`config.mk`:
```
export PLATFORM = sky130hd
export DESIGN_NAME = task_table_round_robin_scheduler
export DESIGN_NICKNAME = d
export VERILOG_FILES = /design/src/sv/ttrrs_pkg.sv /design/src/sv/task_table_round_robin_scheduler.sv /design/src/sv/ttrrs_slot_mem.sv
export SDC_FILE = /design/constraint.sdc
export NUM_CORES = 1
export LEC_CHECK = 0
export BUFFER_PORTS_ARGS = -buffer_cell sky130_fd_sc_hd__buf_4
export CORE_UTILIZATION = 25
export CTS_CLUSTER_DIAMETER = 50
export DETAILED_ROUTE_END_ITERATION = 7
export SYNTH_ARGS = -nofsm -noshare
export SYNTH_HDL_FRONTEND = slang
export SYNTH_SLANG_ARGS = --single-unit
export TNS_END_PERCENT = 30
```
`constraint.sdc`:
```
create_clock -name clk -period 17.35 [get_ports clk]
set_clock_uncertainty 0.1 [all_clocks]
set_input_delay 0 -clock clk [delete_from_list [all_inputs] [get_ports clk]]
set_output_delay 0 -clock clk [all_outputs]
set_load 0.05 [all_outputs]
```
`src/sv/ttrrs_pkg.sv`:
```
// ----------------------------------------------------------------------------
// ttrrs_pkg
// Shared codes for the task table scheduler: commands, slot states and
// result status values.
// ----------------------------------------------------------------------------
package ttrrs_pkg;

  localparam logic [2:0] CMD_SPAWN  = 3'd0;
  localparam logic [2:0] CMD_SCHED  = 3'd1;
  localparam logic [2:0] CMD_EXIT   = 3'd2;
  localparam logic [2:0] CMD_REAP   = 3'd3;
  localparam logic [2:0] CMD_LOOKUP = 3'd4;

  localparam logic [1:0] SL_FREE   = 2'd0;
  localparam logic [1:0] SL_READY  = 2'd1;
  localparam logic [1:0] SL_ZOMBIE = 2'd2;

  localparam logic [1:0] STAT_OK         = 2'd0;
  localparam logic [1:0] STAT_FULL       = 2'd1;
  localparam logic [1:0] STAT_NOT_FOUND  = 2'd2;
  localparam logic [1:0] STAT_NOT_ZOMBIE = 2'd3;

endpackage

```
`src/sv/task_table_round_robin_scheduler.sv`:
```
// ----------------------------------------------------------------------------
// task_table_round_robin_scheduler
// Task table with spawn, round-robin schedule, exit, reap and pid lookup.
// ----------------------------------------------------------------------------
// A command is taken when start is high and busy is low; exactly one result
// follows, shown for one cycle with out_strobe, and it cannot be held off.
// All slot state sits in one single-port-read memory that is walked one slot
// per cycle by spawn, lookup and schedule. Exit first does a read-modify-write
// of the running slot and then walks the table too, reap reads its slot and
// answers, and unknown commands or a reap of an out-of-range slot answer
// straight from idle. Unknown commands return all-zero results. Pids wrap at
// PID_BITS bits and are reported in their low 16 bits; slot numbers are
// reported in their low 4 bits.
// ----------------------------------------------------------------------------
module task_table_round_robin_scheduler #(
  parameter int TASK_SLOTS = 16,
  parameter int PID_BITS   = 16
) (
  input  logic               clk,
  input  logic               rst_n,
  input  logic               start,
  output logic               busy,
  input  logic [2:0]         in_command,
  input  logic [3:0]         in_target_slot,
  input  logic [15:0]        in_target_pid,
  input  logic signed [31:0] in_exit_value,
  output logic               out_strobe,
  output logic [1:0]         out_status,
  output logic [3:0]         out_slot_index,
  output logic [15:0]        out_process_id,
  output logic [1:0]         out_slot_status,
  output logic signed [31:0] out_stored_exit,
  output logic               out_switched,
  output logic [3:0]         out_previous_slot
);

  localparam int AW = $clog2(TASK_SLOTS);
  localparam int IW = (AW > 4) ? AW : 4;
  localparam int PW = (PID_BITS > 16) ? PID_BITS : 16;
  localparam int EW = 2 + PID_BITS + 32;
  localparam logic [AW:0] NSLOTS = (AW + 1)'(TASK_SLOTS);

  localparam logic [1:0] S_IDLE = 2'd0;
  localparam logic [1:0] S_CHK  = 2'd1;
  localparam logic [1:0] S_SCAN = 2'd2;

  function automatic logic [AW-1:0] next_slot(input logic [AW-1:0] a);
    return (a == AW'(TASK_SLOTS - 1)) ? '0 : a + 1'b1;
  endfunction

  function automatic logic [3:0] slot4(input logic [AW-1:0] a);
    logic [IW-1:0] t;
    t = IW'(a);
    return t[3:0];
  endfunction

  function automatic logic [15:0] pid16(input logic [PID_BITS-1:0] p);
    logic [PW-1:0] t;
    t = PW'(p);
    return t[15:0];
  endfunction

  logic [1:0]          state_r, state_nxt;
  logic [2:0]          cmd_r, cmd_nxt;
  logic [3:0]          tslot_r, tslot_nxt;
  logic [15:0]         tpid_r, tpid_nxt;
  logic [31:0]         xval_r, xval_nxt;
  logic [AW-1:0]       running_r, running_nxt;
  logic [PID_BITS-1:0] pidc_r, pidc_nxt;
  logic [AW-1:0]       addr_r, addr_nxt;
  logic [AW:0]         iss_r, iss_nxt;
  logic                pend_r, pend_nxt;
  logic [AW-1:0]       pend_addr_r, pend_addr_nxt;

  logic        strobe_r, strobe_nxt;
  logic [1:0]  status_r, status_nxt;
  logic [3:0]  slot_r, slot_nxt;
  logic [15:0] pid_r, pid_nxt;
  logic [1:0]  sstat_r, sstat_nxt;
  logic [31:0] exit_r, exit_nxt;
  logic        sw_r, sw_nxt;
  logic [3:0]  prev_r, prev_nxt;

  logic [AW-1:0]       rd_addr;
  logic [EW-1:0]       rd_data;
  logic                we;
  logic [AW-1:0]       waddr;
  logic [EW-1:0]       wdata;
  logic [1:0]          e_state;
  logic [PID_BITS-1:0] e_pid;
  logic [31:0]         e_exit;
  logic                match;
  logic                hit;
  logic                miss_end;
  logic [IW-1:0]       in_tslot_ext;
  logic [IW-1:0]       tslot_ext;
  logic [AW-1:0]       newrun;

  ttrrs_slot_mem #(
    .SLOTS    (TASK_SLOTS),
    .PID_BITS (PID_BITS),
    .AW       (AW),
    .EW       (EW)
  ) u_mem (
    .clk   (clk),
    .rst_n (rst_n),
    .raddr (rd_addr),
    .rdata (rd_data),
    .we    (we),
    .waddr (waddr),
    .wdata (wdata)
  );

  assign e_state = rd_data[EW-1 -: 2];
  assign e_pid   = rd_data[32 +: PID_BITS];
  assign e_exit  = rd_data[31:0];
  assign in_tslot_ext = IW'(in_target_slot);
  assign tslot_ext    = IW'(tslot_r);

  always_comb begin
    match = 1'b0;
    priority if (cmd_r == ttrrs_pkg::CMD_SPAWN) begin
      match = (e_state == ttrrs_pkg::SL_FREE);
    end else if (cmd_r == ttrrs_pkg::CMD_LOOKUP) begin
      match = (e_state != ttrrs_pkg::SL_FREE) && (32'(e_pid) == 32'(tpid_r));
    end else begin
      match = (e_state == ttrrs_pkg::SL_READY);
    end
  end

  assign hit      = pend_r && match;
  assign miss_end = pend_r && !match && (iss_r == NSLOTS);
  assign newrun   = hit ? pend_addr_r : running_r;

  always_comb begin
    state_nxt     = state_r;
    cmd_nxt       = cmd_r;
    tslot_nxt     = tslot_r;
    tpid_nxt      = tpid_r;
    xval_nxt      = xval_r;
    running_nxt   = running_r;
    pidc_nxt      = pidc_r;
    addr_nxt      = addr_r;
    iss_nxt       = iss_r;
    pend_nxt      = 1'b0;
    pend_addr_nxt = pend_addr_r;
    rd_addr       = addr_r;
    we            = 1'b0;
    waddr         = pend_addr_r;
    wdata         = '0;
    strobe_nxt    = 1'b0;
    status_nxt    = ttrrs_pkg::STAT_OK;
    slot_nxt      = '0;
    pid_nxt       = '0;
    sstat_nxt     = '0;
    exit_nxt      = '0;
    sw_nxt        = 1'b0;
    prev_nxt      = '0;

    unique case (state_r)
      S_IDLE: begin
        if (start) begin
          cmd_nxt   = in_command;
          tslot_nxt = in_target_slot;
          tpid_nxt  = in_target_pid;
          xval_nxt  = in_exit_value;
          iss_nxt   = '0;
          unique case (in_command)
            ttrrs_pkg::CMD_SPAWN, ttrrs_pkg::CMD_LOOKUP: begin
              addr_nxt  = '0;
              state_nxt = S_SCAN;
            end
            ttrrs_pkg::CMD_SCHED: begin
              addr_nxt  = next_slot(running_r);
              state_nxt = S_SCAN;
            end
            ttrrs_pkg::CMD_EXIT: begin
              rd_addr   = running_r;
              state_nxt = S_CHK;
            end
            ttrrs_pkg::CMD_REAP: begin
              if (32'(in_target_slot) < 32'(TASK_SLOTS)) begin
                rd_addr   = in_tslot_ext[AW-1:0];
                state_nxt = S_CHK;
              end else begin
                strobe_nxt = 1'b1;
                status_nxt = ttrrs_pkg::STAT_NOT_ZOMBIE;
                slot_nxt   = in_target_slot;
              end
            end
            default: begin
              strobe_nxt = 1'b1;
            end
          endcase
        end
      end
      S_CHK: begin
        if (cmd_r == ttrrs_pkg::CMD_EXIT) begin
          we        = 1'b1;
          waddr     = running_r;
          wdata     = {ttrrs_pkg::SL_ZOMBIE, e_pid, xval_r};
          addr_nxt  = next_slot(running_r);
          iss_nxt   = '0;
          state_nxt = S_SCAN;
        end else begin
          strobe_nxt = 1'b1;
          slot_nxt   = tslot_r;
          state_nxt  = S_IDLE;
          if (e_state == ttrrs_pkg::SL_ZOMBIE) begin
            we    = 1'b1;
            waddr = tslot_ext[AW-1:0];
            wdata = '0;
          end else begin
            status_nxt = ttrrs_pkg::STAT_NOT_ZOMBIE;
          end
        end
      end
      S_SCAN: begin
        if (iss_r != NSLOTS) begin
          addr_nxt      = next_slot(addr_r);
          iss_nxt       = iss_r + 1'b1;
          pend_nxt      = 1'b1;
          pend_addr_nxt = addr_r;
        end
        if (hit || miss_end) begin
          state_nxt  = S_IDLE;
          strobe_nxt = 1'b1;
          priority if (cmd_r == ttrrs_pkg::CMD_SPAWN) begin
            if (hit) begin
              we       = 1'b1;
              waddr    = pend_addr_r;
              wdata    = {ttrrs_pkg::SL_READY, pidc_r, 32'd0};
              pidc_nxt = pidc_r + 1'b1;
              slot_nxt = slot4(pend_addr_r);
              pid_nxt  = pid16(pidc_r);
            end else begin
              status_nxt = ttrrs_pkg::STAT_FULL;
            end
          end else if (cmd_r == ttrrs_pkg::CMD_LOOKUP) begin
            if (hit) begin
              slot_nxt  = slot4(pend_addr_r);
              pid_nxt   = pid16(e_pid);
              sstat_nxt = e_state;
              exit_nxt  = e_exit;
            end else begin
              status_nxt = ttrrs_pkg::STAT_NOT_FOUND;
            end
          end else begin
            running_nxt = newrun;
            slot_nxt    = slot4(newrun);
            sw_nxt      = hit && (pend_addr_r != running_r);
            prev_nxt    = slot4(running_r);
          end
        end
      end
      default: begin
        state_nxt = S_IDLE;
      end
    endcase
  end

  always_ff @(posedge clk) begin
    if (!rst_n) begin
      state_r   <= S_IDLE;
      running_r <= '0;
      pidc_r    <= PID_BITS'(2);
      iss_r     <= '0;
      pend_r    <= 1'b0;
      strobe_r  <= 1'b0;
    end else begin
      state_r   <= state_nxt;
      running_r <= running_nxt;
      pidc_r    <= pidc_nxt;
      iss_r     <= iss_nxt;
      pend_r    <= pend_nxt;
      strobe_r  <= strobe_nxt;
    end
  end

  always_ff @(posedge clk) begin
    cmd_r       <= cmd_nxt;
    tslot_r     <= tslot_nxt;
    tpid_r      <= tpid_nxt;
    xval_r      <= xval_nxt;
    addr_r      <= addr_nxt;
    pend_addr_r <= pend_addr_nxt;
    status_r    <= status_nxt;
    slot_r      <= slot_nxt;
    pid_r       <= pid_nxt;
    sstat_r     <= sstat_nxt;
    exit_r      <= exit_nxt;
    sw_r        <= sw_nxt;
    prev_r      <= prev_nxt;
  end

  assign busy              = (state_r != S_IDLE);
  assign out_strobe        = strobe_r;
  assign out_status        = status_r;
  assign out_slot_index    = slot_r;
  assign out_process_id    = pid_r;
  assign out_slot_status   = sstat_r;
  assign out_stored_exit   = $signed(exit_r);
  assign out_switched      = sw_r;
  assign out_previous_slot = prev_r;

`ifndef SYNTHESIS
  a_running_in_range: assert property (@(posedge clk) disable iff (!rst_n)
    32'(running_r) < 32'(TASK_SLOTS))
    else $error("running slot out of range");

  a_unknown_cmd_answers: assert property (@(posedge clk) disable iff (!rst_n)
    (start && !busy && in_command > ttrrs_pkg::CMD_LOOKUP) |=> out_strobe)
    else $error("unknown command got no result");

  a_full_keeps_pid: assert property (@(posedge clk) disable iff (!rst_n)
    (out_strobe && out_status == ttrrs_pkg::STAT_FULL) |-> pidc_r == $past(pidc_r))
    else $error("pid counter moved on a full spawn");
`endif

endmodule

```
`src/sv/ttrrs_slot_mem.sv`:
```
// ----------------------------------------------------------------------------
// ttrrs_slot_mem
// Slot table memory: one entry per slot holding state, pid and exit code.
// One write and one registered read per cycle. Per-entry valid bits make
// unwritten entries read as their reset contents.
// ----------------------------------------------------------------------------
module ttrrs_slot_mem #(
  parameter int SLOTS    = 16,
  parameter int PID_BITS = 16,
  parameter int AW       = $clog2(SLOTS),
  parameter int EW       = 2 + PID_BITS + 32
) (
  input  logic          clk,
  input  logic          rst_n,
  input  logic [AW-1:0] raddr,
  output logic [EW-1:0] rdata,
  input  logic          we,
  input  logic [AW-1:0] waddr,
  input  logic [EW-1:0] wdata
);

  localparam logic [EW-1:0] ENTRY0 = {ttrrs_pkg::SL_READY, PID_BITS'(1), 32'd0};

  logic [EW-1:0]    mem [SLOTS];
  logic [SLOTS-1:0] vld_r;
  logic [EW-1:0]    rdata_r;
  logic             rvld_r;
  logic             rzero_r;

  always_ff @(posedge clk) begin
    if (we) begin
      mem[waddr] <= wdata;
    end
    rdata_r <= mem[raddr];
  end

  always_ff @(posedge clk) begin
    if (!rst_n) begin
      vld_r   <= '0;
      rvld_r  <= 1'b0;
      rzero_r <= 1'b0;
    end else begin
      if (we) begin
        vld_r[waddr] <= 1'b1;
      end
      rvld_r  <= vld_r[raddr];
      rzero_r <= (raddr == '0);
    end
  end

  assign rdata = rvld_r ? rdata_r : (rzero_r ? ENTRY0 : '0);

endmodule
```
== After elaboration in Yosys (flattened, before gate mapping) ==
Memory sizes are Yosys's and may differ from the RTL's. A register that Yosys moved wholly into a read port is not among the register bits.
Index checks and enable logic that the tools add are counted.

* Register bits after elaboration: 171
* Memory bits (writable): 800
* Bits of input ports: 58
* Output and inout port bits: 63
* Memories kept: 1

* Add/sub/neg operators: 4
* $lt $le $gt $ge: 3
* Equality and inequality tests: 22
* Mux-type cells: 68
* Bitwise operators: 6
* Reduce and logical (&&, ||, !) cells: 31

{| class="wikitable"
|+ Memories
! name !! depth !! bits a word !! read ports !! clocked after memory_dff !! wr ports !! RTL line !! source
|-
| u_mem.mem || 16 || 50 || 1 || 1 || 1 || ttrrs_slot_mem.sv:24 || <nowiki>logic [EW-1:0] mem [SLOTS];</nowiki>
|}

{| class="wikitable"
|+ Operators with widths
! operator !! number
|-
| $mux W49 || 4
|-
| $mux W50 || 2
|-
| $pmux W50 S2 || 1
|-
| $mux W16 || 4
|-
| $mux W4 || 16
|-
| $pmux W4 S2 || 3
|-
| $mux W2 || 9
|-
| $mux W1 || 17
|-
| $add A16 B1 Y16 const B || 1
|-
| $eq A16 B16 Y1 || 1
|-
| $or A16 B16 Y16 || 1
|-
| $mux W5 || 3
|-
| $pmux W5 S3 || 1
|-
| $pmux W4 S3 || 1
|-
| $reduce_and A4 Y1 || 3
|-
| $lt A4 B5 Y1 const B || 2
|-
| $reduce_or A5 Y1 || 2
|-
| $eq A3 B2 Y1 const B || 3
|-
| $add A4 B1 Y4 const B || 2
|-
| $eq A4 B4 Y1 const B || 2
|-
| $ne A2 B2 Y1 const B || 4
|-
| $pmux W2 S2 || 2
|-
| $reduce_and A2 Y1 || 4
|-
| $eq A3 B3 Y1 const B || 2
|-
| other kinds (29) || 44
|}

== Longest topological paths before layout ==
Gate-level depths: netlist (run 1).

* Depth after elaboration: 14
* Mapped depth: 11

== Modules after synthesis ==
A second synthesis (run 1) with hierarchy kept.

* Cells, all modules: 2,017
* Area total of the unflattened synthesis: 38,657.1 um^2

{| class="wikitable"
|+ Modules (own cells, without submodules)
! module !! times used !! cells an instance !! area each (um^2) !! sequential area each (um^2)
|-
| ttrrs_slot_mem || 1 || 1,448 || 32,347.3 || 25,384.3
|-
| task_table_round_robin_scheduler || 1 || 569 || 6,309.8 || 3,693.5
|}

== Worst setup path before layout (run 1) ==
No wires, ideal clock.

* Path type: reg2reg
* From: register cmd_r[2]
* To: memory u_mem.mem[5][0] in the netlist's numbering (enable)
* Setup time: 522 ps
* Data arrival time: 5,106 ps
* Path slack: 11,622 ps
* Cell stages (with the launch flop): 8
* Buffers on the path: 1
* Period minus slack after synthesis: 5,728 ps
* Cell sequence: edfxtp_1 -> or3b_1 -> clkbuf_1 -> a21boi_1 -> nor2_1 -> a21oi_1 -> nand3_1 -> nor3_1

* Word-level cells in the longest chain between the ends: 11
* Elaborated cells between the ends (all ways): 19

{| class="wikitable"
|+ Ends and longest elaborated chain
! item !! RTL line !! source
|-
| start: declaration || task_table_round_robin_scheduler.sv:64 || <nowiki>logic [2:0] cmd_r, cmd_nxt;</nowiki>
|-
| start signal: assignment || task_table_round_robin_scheduler.sv:281 || <nowiki>cmd_r <= cmd_nxt;</nowiki>
|-
| $eq A3 B3 Y1 || task_table_round_robin_scheduler.sv:124 || <nowiki>end else if (cmd_r == ttrrs_pkg::CMD_LOOKUP) begin</nowiki>
|-
| $mux W1 || task_table_round_robin_scheduler.sv:124 ||
|-
| $mux W1 || task_table_round_robin_scheduler.sv:122 || <nowiki>priority if (cmd_r == ttrrs_pkg::CMD_SPAWN) begin</nowiki>
|-
| $logic_not A1 Y1 || task_table_round_robin_scheduler.sv:132 || <nowiki>assign miss_end = pend_r && !match && (iss_r == NSLOTS);</nowiki>
|-
| $logic_and A1 B1 Y1 (2 in series) || task_table_round_robin_scheduler.sv:132 ||
|-
| $logic_or A1 B1 Y1 || task_table_round_robin_scheduler.sv:225 || <nowiki>if (hit || miss_end) begin</nowiki>
|-
| $mux W1 || task_table_round_robin_scheduler.sv:225 ||
|-
| $pmux W1 S2 || task_table_round_robin_scheduler.sv:160 || <nowiki>unique case (state_r)</nowiki>
|-
| $mux W1 || ttrrs_slot_mem.sv:31 || <nowiki>if (we) begin</nowiki>
|-
| $mux W1 (not written as such) || ttrrs_slot_mem.sv:32 || <nowiki>mem[waddr] <= wdata;</nowiki>
|-
| end: declaration || ttrrs_slot_mem.sv:24 ||
|}

Parallel ways exist; a longest one is shown, timed or not.

== Worst setup path in the final report (run 1) ==
* From: register state_r[0]
* To: register u_mem.rdata_r[31] (read register of u_mem.mem)

* Word-level cells in the longest chain between the ends: 2

{| class="wikitable"
|+ Ends and longest elaborated chain
! item !! RTL line !! source
|-
| start: declaration || task_table_round_robin_scheduler.sv:63 || <nowiki>logic [1:0] state_r, state_nxt;</nowiki>
|-
| start signal: assignment || task_table_round_robin_scheduler.sv:271 || <nowiki>state_r <= state_nxt;</nowiki>
|-
| $logic_not A2 Y1 || task_table_round_robin_scheduler.sv:160 ||
|-
| $mux W4 || task_table_round_robin_scheduler.sv:160 ||
|-
| end: declaration || ttrrs_slot_mem.sv:26 || <nowiki>logic [EW-1:0] rdata_r;</nowiki>
|}

Every way passes these cells.
A chain may end at the register's enable or synchronous reset.

==> results of run 1 <==
==> power groups by stage <==
| stage | clock, mW | sequential, mW | combinational [mW] |
|---|---|---|---|
| 5_1_grt | 2.35 | 2.79 | 0.652 |
| 2_1_floorplan | 0 | 2.79 | 0.445 |
| 4_1_cts | 2.26 | 2.78 | 0.611 |
| 6_report | 2.21 | 2.78 | 0.597 |
| 3_5_place_dp | 0 | 2.83 | 0.589 |
| 3_3_place_gp | 0 | 2.83 | 0.586 |
==> worst max path at each step <==
stage                          start                 to  slack (ns)  cells past startpoint
after CTS                 state_r[0]  u_mem.rdata_r[31]       12.08                     12
after detailed placement  state_r[0]  u_mem.rdata_r[21]       12.12                     12
after floorplan             cmd_r[2]    u_mem.mem[5][0]       11.62                      7
after global placement    state_r[0]  u_mem.rdata_r[12]       12.15                     12
after global routing      state_r[0]  u_mem.rdata_r[31]       11.67                     11
final                     state_r[0]  u_mem.rdata_r[31]       12.24                     12
==> per-stage QoR <==
stage / instance area, um2 / hold slack, ns / power (mW) / util (%) / setup WS (ns)
5_1_grt: 46300 / 0.0343 / 5.78 / 30.4 / 11.67
4_1_cts: 46300 / 0.00773 / 5.65 / 30.4 / 12.08
6_report: 46300 / 0.0788 / 5.58 / 30.4 / 12.24
2_1_floorplan: 38500 / -0.00113 / 3.24 / - / 11.62
3_3_place_gp: 41900 / 0.0795 / 3.42 / 27.5 / 12.15
3_5_place_dp: 41900 / 0.0794 / 3.42 / 27.5 / 12.12
==> logic make-up after synthesis <==
family | after synthesis
flip-flops | 1021
buffers and inverters | 116
multiplexers | 270
XOR/XNOR | 27
AO/OA/AOI/OAI | 232
AND/OR/NAND/NOR | 292
adder cells (fa/ha/maj) | 9
==> routing by layer <==
metal  GRT usage, %  vias up  share of wire (%)
met5              0        -                  0
met4           2.20        0                1.5
met3           1.92      100                5.5
met2           16.4      524                 45
met1           16.3    10017                 48
li1               -     8485                  -
==> registers in the layout (all words and copies together) (netlist names), 3 cells and up <==
name               cells
tslot_ext              4
xval_r                32
running_r              4
out_process_id        16
out_slot_index         4
iss_r                  5
pend_addr_r            4
addr_r                 4
cmd_r                  3
out_stored_exit       32
u_mem.mem            800
u_mem.rdata_r         50
pidc_r                16
tpid_r                16
out_previous_slot      4
u_mem.vld_r           16
==> cell usage in the layout (no fill, tap or decap), types with 9 or more instances in the layout <==
cell,instances
sky130_fd_sc_hd__o22ai_1,9
sky130_fd_sc_hd__bufinv_16,11
sky130_fd_sc_hd__ha_1,9
sky130_fd_sc_hd__a22o_1,26
sky130_fd_sc_hd__nand2_1,38
sky130_fd_sc_hd__inv_1,16
sky130_fd_sc_hd__nand4_1,13
sky130_fd_sc_hd__nor2b_1,59
sky130_fd_sc_hd__a211oi_1,52
sky130_fd_sc_hd__clkbuf_1,24
sky130_fd_sc_hd__clkbuf_8,11
sky130_fd_sc_hd__mux2i_1,68
sky130_fd_sc_hd__dfxtp_1,158
sky130_fd_sc_hd__xor2_1,22
sky130_fd_sc_hd__nor2_1,38
sky130_fd_sc_hd__clkbuf_16,99
sky130_fd_sc_hd__o21a_1,17
sky130_fd_sc_hd__nand3_1,12
sky130_fd_sc_hd__buf_4,160
sky130_fd_sc_hd__clkinv_2,21
sky130_fd_sc_hd__and2_1,80
sky130_fd_sc_hd__a21oi_1,69
sky130_fd_sc_hd__edfxtp_1,863
sky130_fd_sc_hd__mux4_2,202
sky130_fd_sc_hd__nor2_4,14
sky130_fd_sc_hd__o21ai_0,20
sky130_fd_sc_hd__dlygate4sd3_1,111
==> final cells by class <==
cell class,instances,share of cell area [%]
diodes,1,0.00540
clock buffers,134,5.87
clock inverters,50,1.39
inverters,17,0.138
multi-input cells,830,19.3
flip-flops and latches,1021,62.7
well taps,2030,5.48
repair buffers,272,5.03
==> worst max-delay path, stage by stage, from the launching register on <==
cell and delay, ns:
sky130_fd_sc_hd__dfxtp_1 0.38, sky130_fd_sc_hd__inv_1 0.08, sky130_fd_sc_hd__ha_1 0.29, sky130_fd_sc_hd__nand4b_4 0.25
sky130_fd_sc_hd__nor2_1 0.12, sky130_fd_sc_hd__a21oi_4 0.12, sky130_fd_sc_hd__buf_4 0.74, sky130_fd_sc_hd__buf_4 0.77
sky130_fd_sc_hd__buf_4 0.90, sky130_fd_sc_hd__mux4_2 0.59, sky130_fd_sc_hd__nor2b_1 0.14, sky130_fd_sc_hd__a211oi_1 0.24
sky130_fd_sc_hd__a21oi_1 0.07
==> impl_metrics.prom, run 1 <==
# TYPE chip_impl_metric gauge
chip_impl_metric{name="first_global_vias",unit=""} 19313
chip_impl_metric{name="internal-power",unit="mW"} 4.22
chip_impl_metric{name="synth-edff-count",unit=""} 863
chip_impl_metric{name="powerDensity",unit="mW/mm2"} 120
chip_impl_metric{name="grt_start_max_net_pins",unit=""} 144
chip_impl_metric{name="synthSimpleGateAreaFrac",unit="%"} 4.26
chip_impl_info{name="rsz0062_at_grt",value="false"} 1
chip_impl_metric{name="pin_count",unit=""} 121
chip_impl_metric{name="final-max-slew-violation-count",unit=""} 0
chip_impl_metric{name="share_seq_of_total_power",unit="%"} 49.8
chip_impl_metric{name="yosysTopAreaCellShare",unit="%"} 67.3
chip_impl_metric{name="post_synthesis_instance_area",unit="mm2"} 0.0385
chip_impl_metric{name="grt_pass1_wl",unit="mm"} 128
chip_impl_metric{name="gp_congestion",unit=""} 0.778
chip_impl_metric{name="die_w",unit="um"} 394
chip_impl_info{name="status",value="finished clean"} 1
chip_impl_info{name="category_of_the_worst_setup_path_launch_point",value="flip-flop"} 1
chip_impl_info{name="reg2reg_to",value="u_mem.rdata_r[31]"} 1
chip_impl_metric{name="count_of_cells_along_the_worst_register_to_register_path",unit=""} 12
chip_impl_metric{name="hold_buffers",unit=""} 111
chip_impl_metric{name="nNetsFinal",unit=""} 2307
chip_impl_metric{name="h-tree-depth",unit=""} 3
chip_impl_info{name="synthTopCellsByArea",value="sky130_fd_sc_hd__edfxtp_1 67%, sky130_fd_sc_hd__mux4_2 12%, sky130_fd_sc_hd__dfxtp_1 8.2%"} 1
chip_impl_info{name="tritoncts_clock_tree",value="done"} 1
chip_impl_metric{name="muxShareOfSynthArea",unit="%"} 13.6
chip_impl_metric{name="power.share.combinational",unit="%"} 10.7
chip_impl_metric{name="post_synthesis_cell_count",unit=""} 1967
chip_impl_metric{name="worst-endpoint-required",unit="ns"} 17.76
chip_impl_metric{name="placement.io_buffers",unit=""} 120
chip_impl_metric{name="vias",unit=""} 19126
chip_impl_metric{name="ffs_latches_synth",unit=""} 1021
chip_impl_metric{name="clock_power_share",unit="%"} 39.5
chip_impl_metric{name="period_minus_slack",unit="ns"} 5.11
chip_impl_info{name="netlist_top_cells_count",value="863 x sky130_fd_sc_hd__edfxtp_1, 202 x sky130_fd_sc_hd__mux4_2, 158 x sky130_fd_sc_hd__dfxtp_1, 80 x sky130_fd_sc_hd__and2_1, 69 x sky130_fd_sc_hd__a21oi_1"} 1
chip_impl_metric{name="synth.avg_cell_area",unit="um2"} 19.6
chip_impl_metric{name="layout.area.seq",unit="mm2"} 0.0291
chip_impl_metric{name="grt_antenna_before_repair",unit=""} 2
chip_impl_info{name="cts_root_buffer",value="sky130_fd_sc_hd__clkbuf_16"} 1
chip_impl_info{name="synth_top_cell_by_area",value="sky130_fd_sc_hd__edfxtp_1"} 1
chip_impl_metric{name="clkSinkCount",unit=""} 1021
chip_impl_metric{name="r2r_slack",unit="ns"} 12.24
chip_impl_info{name="synthMostInstantiatedCell",value="sky130_fd_sc_hd__edfxtp_1"} 1
chip_impl_metric{name="detailedRoute.firstIterationViolations",unit=""} 1626
chip_impl_metric{name="track_usage",unit="%"} 10.9
chip_impl_metric{name="dpl.cell_count",unit=""} 4059
chip_impl_info{name="classification_of_the_worst_slack_hold_path",value="input port to flip-flop"} 1
chip_impl_metric{name="viasPerCell",unit=""} 4.39
chip_impl_metric{name="post_synth_fa_ha_maj_area_fraction",unit="%"} 0.293
chip_impl_metric{name="multi_input_comb_area",unit="mm2"} 0.00897
chip_impl_metric{name="detailedRoute.firstPassIterationCount",unit=""} 5
chip_impl_metric{name="final_hold_viol_count",unit=""} 0
chip_impl_info{name="largest_family_of_logic_cells_by_synthesized_area",value="multiplexers"} 1
chip_impl_metric{name="tns",unit="ns"} 0
chip_impl_metric{name="clockBufferDepth",unit=""} 3
chip_impl_metric{name="report.final.setup_viol",unit=""} 0
chip_impl_metric{name="slew_headroom",unit="%"} 24.7
chip_impl_metric{name="tightest_slew",unit="ns"} 1.13
chip_impl_metric{name="finalNonFillerCells",unit=""} 4355
chip_impl_metric{name="yosys_warnings",unit=""} 0
chip_impl_metric{name="initial_utilization",unit="%"} 25.3
chip_impl_metric{name="numCtsBuffers",unit=""} 98
chip_impl_metric{name="wl_per_cell",unit="um"} 19.7
chip_impl_metric{name="fmaxAchievable",unit="MHz"} 196
chip_impl_metric{name="synth.yosys.seq_area_share",unit="%"} 75.5
chip_impl_info{name="min_from",value="in_command[0]"} 1
chip_impl_metric{name="drv_cap",unit=""} 0
chip_impl_metric{name="height_of_the_die",unit="um"} 394
chip_impl_metric{name="layout-drive-gt1-share",unit="%"} 23.6
chip_impl_metric{name="power.ir.vdd_worst",unit="uV"} 88.8
chip_impl_info{name="ys.flop_type",value="sky130_fd_sc_hd__edfxtp_1"} 1
chip_impl_metric{name="cp_max_fanout",unit=""} 48
chip_impl_metric{name="synth_fp_nets",unit=""} 2034
chip_impl_metric{name="synthArstFlopShare",unit="%"} 0
chip_impl_metric{name="route.antenna.remaining_nets",unit=""} 0
chip_impl_metric{name="post_synth_num_cell_types",unit=""} 64
chip_impl_metric{name="drc",unit=""} 0
chip_impl_metric{name="crit_arrival",unit="ns"} 5.52
chip_impl_info{name="worstHoldEndpoint",value="cmd_r[0]"} 1
chip_impl_metric{name="netSwitchingPower",unit="mW"} 1.36
chip_impl_metric{name="drt-total-wl",unit="mm"} 85.8
chip_impl_metric{name="standby_leakage_power",unit="nW"} 13.1
chip_impl_info{name="worst_setup_path_end_kind",value="flip-flop"} 1
chip_impl_metric{name="syn2layout_area_growth",unit="%"} 20.4
chip_impl_metric{name="grt_overflow",unit=""} 0
chip_impl_metric{name="num_rows",unit=""} 143
chip_impl_metric{name="die-area",unit="mm2"} 0.156
chip_impl_metric{name="timing.hold.worst_path_depth",unit=""} 2
chip_impl_metric{name="finalCritPeriodShare",unit="%"} 29.4
chip_impl_metric{name="post-cts-setup-buffers",unit=""} 0
chip_impl_metric{name="n_fill_cell",unit=""} 14768
chip_impl_metric{name="post_cts.resized_instances",unit=""} 0
chip_impl_metric{name="synth_compound_gate_area_share",unit="%"} 4.16
chip_impl_info{name="crit_type",value="flip-flop to flip-flop"} 1
chip_impl_metric{name="clock_network_latency_to_the_later_pin_of_the_worst_skew_pair",unit="ns"} 0.69
chip_impl_metric{name="clock_pin_slew_reported_for_the_worst_setup_and_hold_paths_after_clock_tree_synthesis",unit="ns"} 0.07
chip_impl_metric{name="netSwitchingFraction",unit="%"} 24.4
chip_impl_metric{name="synth_xor_xnor_area_share",unit="%"} 0.614
chip_impl_metric{name="hpwl",unit="mm"} 45.7
chip_impl_info{name="crit-reg2reg-launch",value="state_r[0]"} 1
chip_impl_metric{name="core",unit="mm2"} 0.152
Power figures use the tool's default switching activity.
==> run 2, diff against run 1 <==
Clock period 17.35 ns to 4.3 ns, I/O delays scaled along.
==> impl_metrics.prom, run 2 (same netlist as run 1, synthesis figures left out) <==
# TYPE chip_impl_metric gauge
chip_impl_info{name="status",value="finished clean"} 1
chip_impl_metric{name="initial_utilization",unit="%"} 25.3
chip_impl_metric{name="slew_headroom",unit="%"} 46.7
chip_impl_metric{name="placement.cell_area",unit="mm2"} 0.0425
chip_impl_info{name="crit_type",value="flip-flop to flip-flop"} 1
chip_impl_metric{name="detailedRoute.firstIterationViolations",unit=""} 1824
chip_impl_metric{name="postLayoutCellArea",unit="mm2"} 0.0470
chip_impl_metric{name="dpl.cell_count",unit=""} 4090
chip_impl_metric{name="layout-drive-gt1-share",unit="%"} 24.9
chip_impl_metric{name="final-max-slew-violation-count",unit=""} 0
chip_impl_metric{name="wl_per_cell",unit="um"} 20.8
chip_impl_metric{name="core",unit="mm2"} 0.152
chip_impl_metric{name="syn2layout_area_growth",unit="%"} 22.2
chip_impl_metric{name="clockBufferDepth",unit=""} 3
chip_impl_metric{name="dp_worst_setup_slack",unit="ns"} 0.857
chip_impl_metric{name="fmaxAchievable",unit="MHz"} 283
chip_impl_metric{name="detailedRoute.firstPassIterationCount",unit=""} 5
chip_impl_metric{name="report.final.setup_viol",unit=""} 0
chip_impl_metric{name="first_global_vias",unit=""} 19760
chip_impl_metric{name="num_rows",unit=""} 143
chip_impl_metric{name="die-area",unit="mm2"} 0.156
chip_impl_info{name="worst_setup_path_end_kind",value="flip-flop"} 1
chip_impl_metric{name="period_minus_slack",unit="ns"} 3.53
chip_impl_info{name="top_regs",value="u_mem.mem (800), u_mem.rdata_r (50)"} 1
chip_impl_metric{name="grt.met1_usage",unit="%"} 17.3
chip_impl_metric{name="clkSinkCount",unit=""} 1021
chip_impl_metric{name="global_route.usage.met3",unit="%"} 2.27
chip_impl_metric{name="drv_cap",unit=""} 0
chip_impl_info{name="tritoncts_clock_tree",value="done"} 1
chip_impl_metric{name="placement.io_buffers",unit=""} 120
chip_impl_metric{name="nNetsFinal",unit=""} 2342
chip_impl_info{name="classification_of_the_worst_slack_hold_path",value="input port to flip-flop"} 1
chip_impl_info{name="rsz0062_at_grt",value="false"} 1
chip_impl_metric{name="path_buf_inv",unit=""} 1
chip_impl_metric{name="worst-endpoint-required",unit="ns"} 4.51
chip_impl_metric{name="numCtsBuffers",unit=""} 101
chip_impl_info{name="timing.critical_path.slowest_stage_cell",value="sky130_fd_sc_hd__or3b_1"} 1
chip_impl_metric{name="drc",unit=""} 0
chip_impl_info{name="mostFrequentLayoutCells",value="863 x sky130_fd_sc_hd__edfxtp_1, 202 x sky130_fd_sc_hd__mux4_2, 163 x sky130_fd_sc_hd__buf_4"} 1
chip_impl_metric{name="die_w",unit="um"} 394
chip_impl_info{name="cts_root_buffer",value="sky130_fd_sc_hd__clkbuf_16"} 1
chip_impl_info{name="largest-register",value="u_mem.mem"} 1
chip_impl_metric{name="power.ir.vdd_worst",unit="uV"} 296
chip_impl_metric{name="fin_worst_hold_slack",unit="ns"} 0.153
chip_impl_metric{name="h-tree-depth",unit=""} 3
chip_impl_metric{name="grt_pass1_wl",unit="mm"} 135
chip_impl_metric{name="tns",unit="ns"} 0
chip_impl_metric{name="clock_network_latency_to_the_later_pin_of_the_worst_skew_pair",unit="ns"} 0.70
chip_impl_info{name="path_delay_family",value="simple AND/OR/NAND/NOR gates"} 1
chip_impl_metric{name="minimum_setup_slack_in_the_final_design",unit="ns"} 0.772
chip_impl_metric{name="critical_path.max_stage_delay",unit="ns"} 0.59
chip_impl_metric{name="grt_start_max_net_pins",unit=""} 52
chip_impl_metric{name="clock_pin_slew_reported_for_the_worst_setup_and_hold_paths_after_clock_tree_synthesis",unit="ns"} 0.07
chip_impl_metric{name="drt-total-wl",unit="mm"} 91.4
chip_impl_metric{name="grt_overflow",unit=""} 0
chip_impl_metric{name="vias",unit=""} 19516
chip_impl_metric{name="met2_usage",unit="%"} 17.2
chip_impl_metric{name="crit_arrival",unit="ns"} 3.73
chip_impl_metric{name="final_hold_viol_count",unit=""} 0
chip_impl_metric{name="route.antenna.remaining_nets",unit=""} 0
chip_impl_info{name="category_of_the_worst_setup_path_launch_point",value="flip-flop"} 1
chip_impl_metric{name="standby_leakage_power",unit="nW"} 13.4
chip_impl_metric{name="cp_max_fanout",unit=""} 31
chip_impl_metric{name="grt_antenna_before_repair",unit=""} 5
chip_impl_metric{name="largest_register_ffs",unit=""} 800
chip_impl_metric{name="hpwl",unit="mm"} 52.9
chip_impl_info{name="grt-busiest-layer",value="met1"} 1
chip_impl_metric{name="powerDensity",unit="mW/mm2"} 486
chip_impl_metric{name="track_usage",unit="%"} 11.5
chip_impl_metric{name="finalCritPeriodShare",unit="%"} 82.0
chip_impl_metric{name="viasPerCell",unit=""} 4.44
chip_impl_metric{name="tightest_slew",unit="ns"} 0.798
chip_impl_metric{name="n_fill_cell",unit=""} 14767
chip_impl_info{name="layout.cells.most_common",value="sky130_fd_sc_hd__edfxtp_1"} 1
chip_impl_metric{name="pin_count",unit=""} 121
chip_impl_metric{name="finalNonFillerCells",unit=""} 4396
chip_impl_info{name="crit_chain",value="or3b_1, a21boi_1, nor2_1, a21oi_1, nand3_1, nor2_4, buf_4"} 1
chip_impl_metric{name="gp_congestion",unit=""} 0.801
chip_impl_metric{name="height_of_the_die",unit="um"} 394
[run 2: changes by cell type in the layout (fill, tap and decap cells not counted), moves of 4 or more]
cell	previous run	this run
sky130_fd_sc_hd__clkinv_1	6	13
sky130_fd_sc_hd__clkbuf_16	99	103
sky130_fd_sc_hd__clkbuf_1	24	15
sky130_fd_sc_hd__buf_12	1	29
[run 2: where the power goes]
group          leakage (nW)  switching (mW)  total (mW)  internal [mW]
registers              7.51           0.276        11.2           10.9
logic                  4.16            1.52        2.60           1.07
clock network          1.69            3.89        9.05           5.16
[run 2: worst paths after layout]
check / start / to / slack, ns / cells after the start
worst min-delay path: rst_n / pidc_r[1] / 0.15 / 3
worst min register to register: u_mem.rdata_r[29] / out_stored_exit[29] / 0.33 / 1
worst max-delay path: cmd_r[2] / u_mem.mem[3][4] / 0.77 / 7
worst max register to register: cmd_r[2] / u_mem.mem[3][4] / 0.77 / 7
[run 2: routing by layer]
layer	share of wire (%)	wire (um)
met3	5.7	5200
met1	48	43800
met4	1.5	1370
met2	45	41000
met5	0	0
[run 2: area by class of cell]
class	count	area [um2]	share of cell area [%]
Sequential cell	1021	29100	61.8
Multi-Input combinational cell	830	8970	19.1
Timing Repair Buffer	304	2930	6.22
Clock buffer	130	2800	5.95
Tap cell	2030	2540	5.40
Clock inverter	61	647	1.38
Inverter	17	63.8	0.136
Antenna cell	3	7.51	0.0160
[run 2: what timing repair did]
item	in CTS	in global routing
resized for setup	0	0
endpoints found under the hold margin	116	0
hold buffers	112	0
buffers inserted	0	0
[run 2: worst register-to-register path: stages, from the launching register on]
cell and delay [ns]:
sky130_fd_sc_hd__edfxtp_1 0.44, sky130_fd_sc_hd__or3b_1 0.59, sky130_fd_sc_hd__a21boi_1 0.38, sky130_fd_sc_hd__nor2_1 0.11
sky130_fd_sc_hd__a21oi_1 0.41, sky130_fd_sc_hd__nand3_1 0.35, sky130_fd_sc_hd__nor2_4 0.21, sky130_fd_sc_hd__buf_4 0.54
[run 2: stage by stage]
stage | total power, mW | util [%]
after floorplan | 13.1 | -
after global placement | 14.0 | 27.8
after detailed placement | 14.0 | 27.8
after CTS | 23.1 | 30.8
after global routing | 23.7 | 30.8
final | 22.9 | 30.8
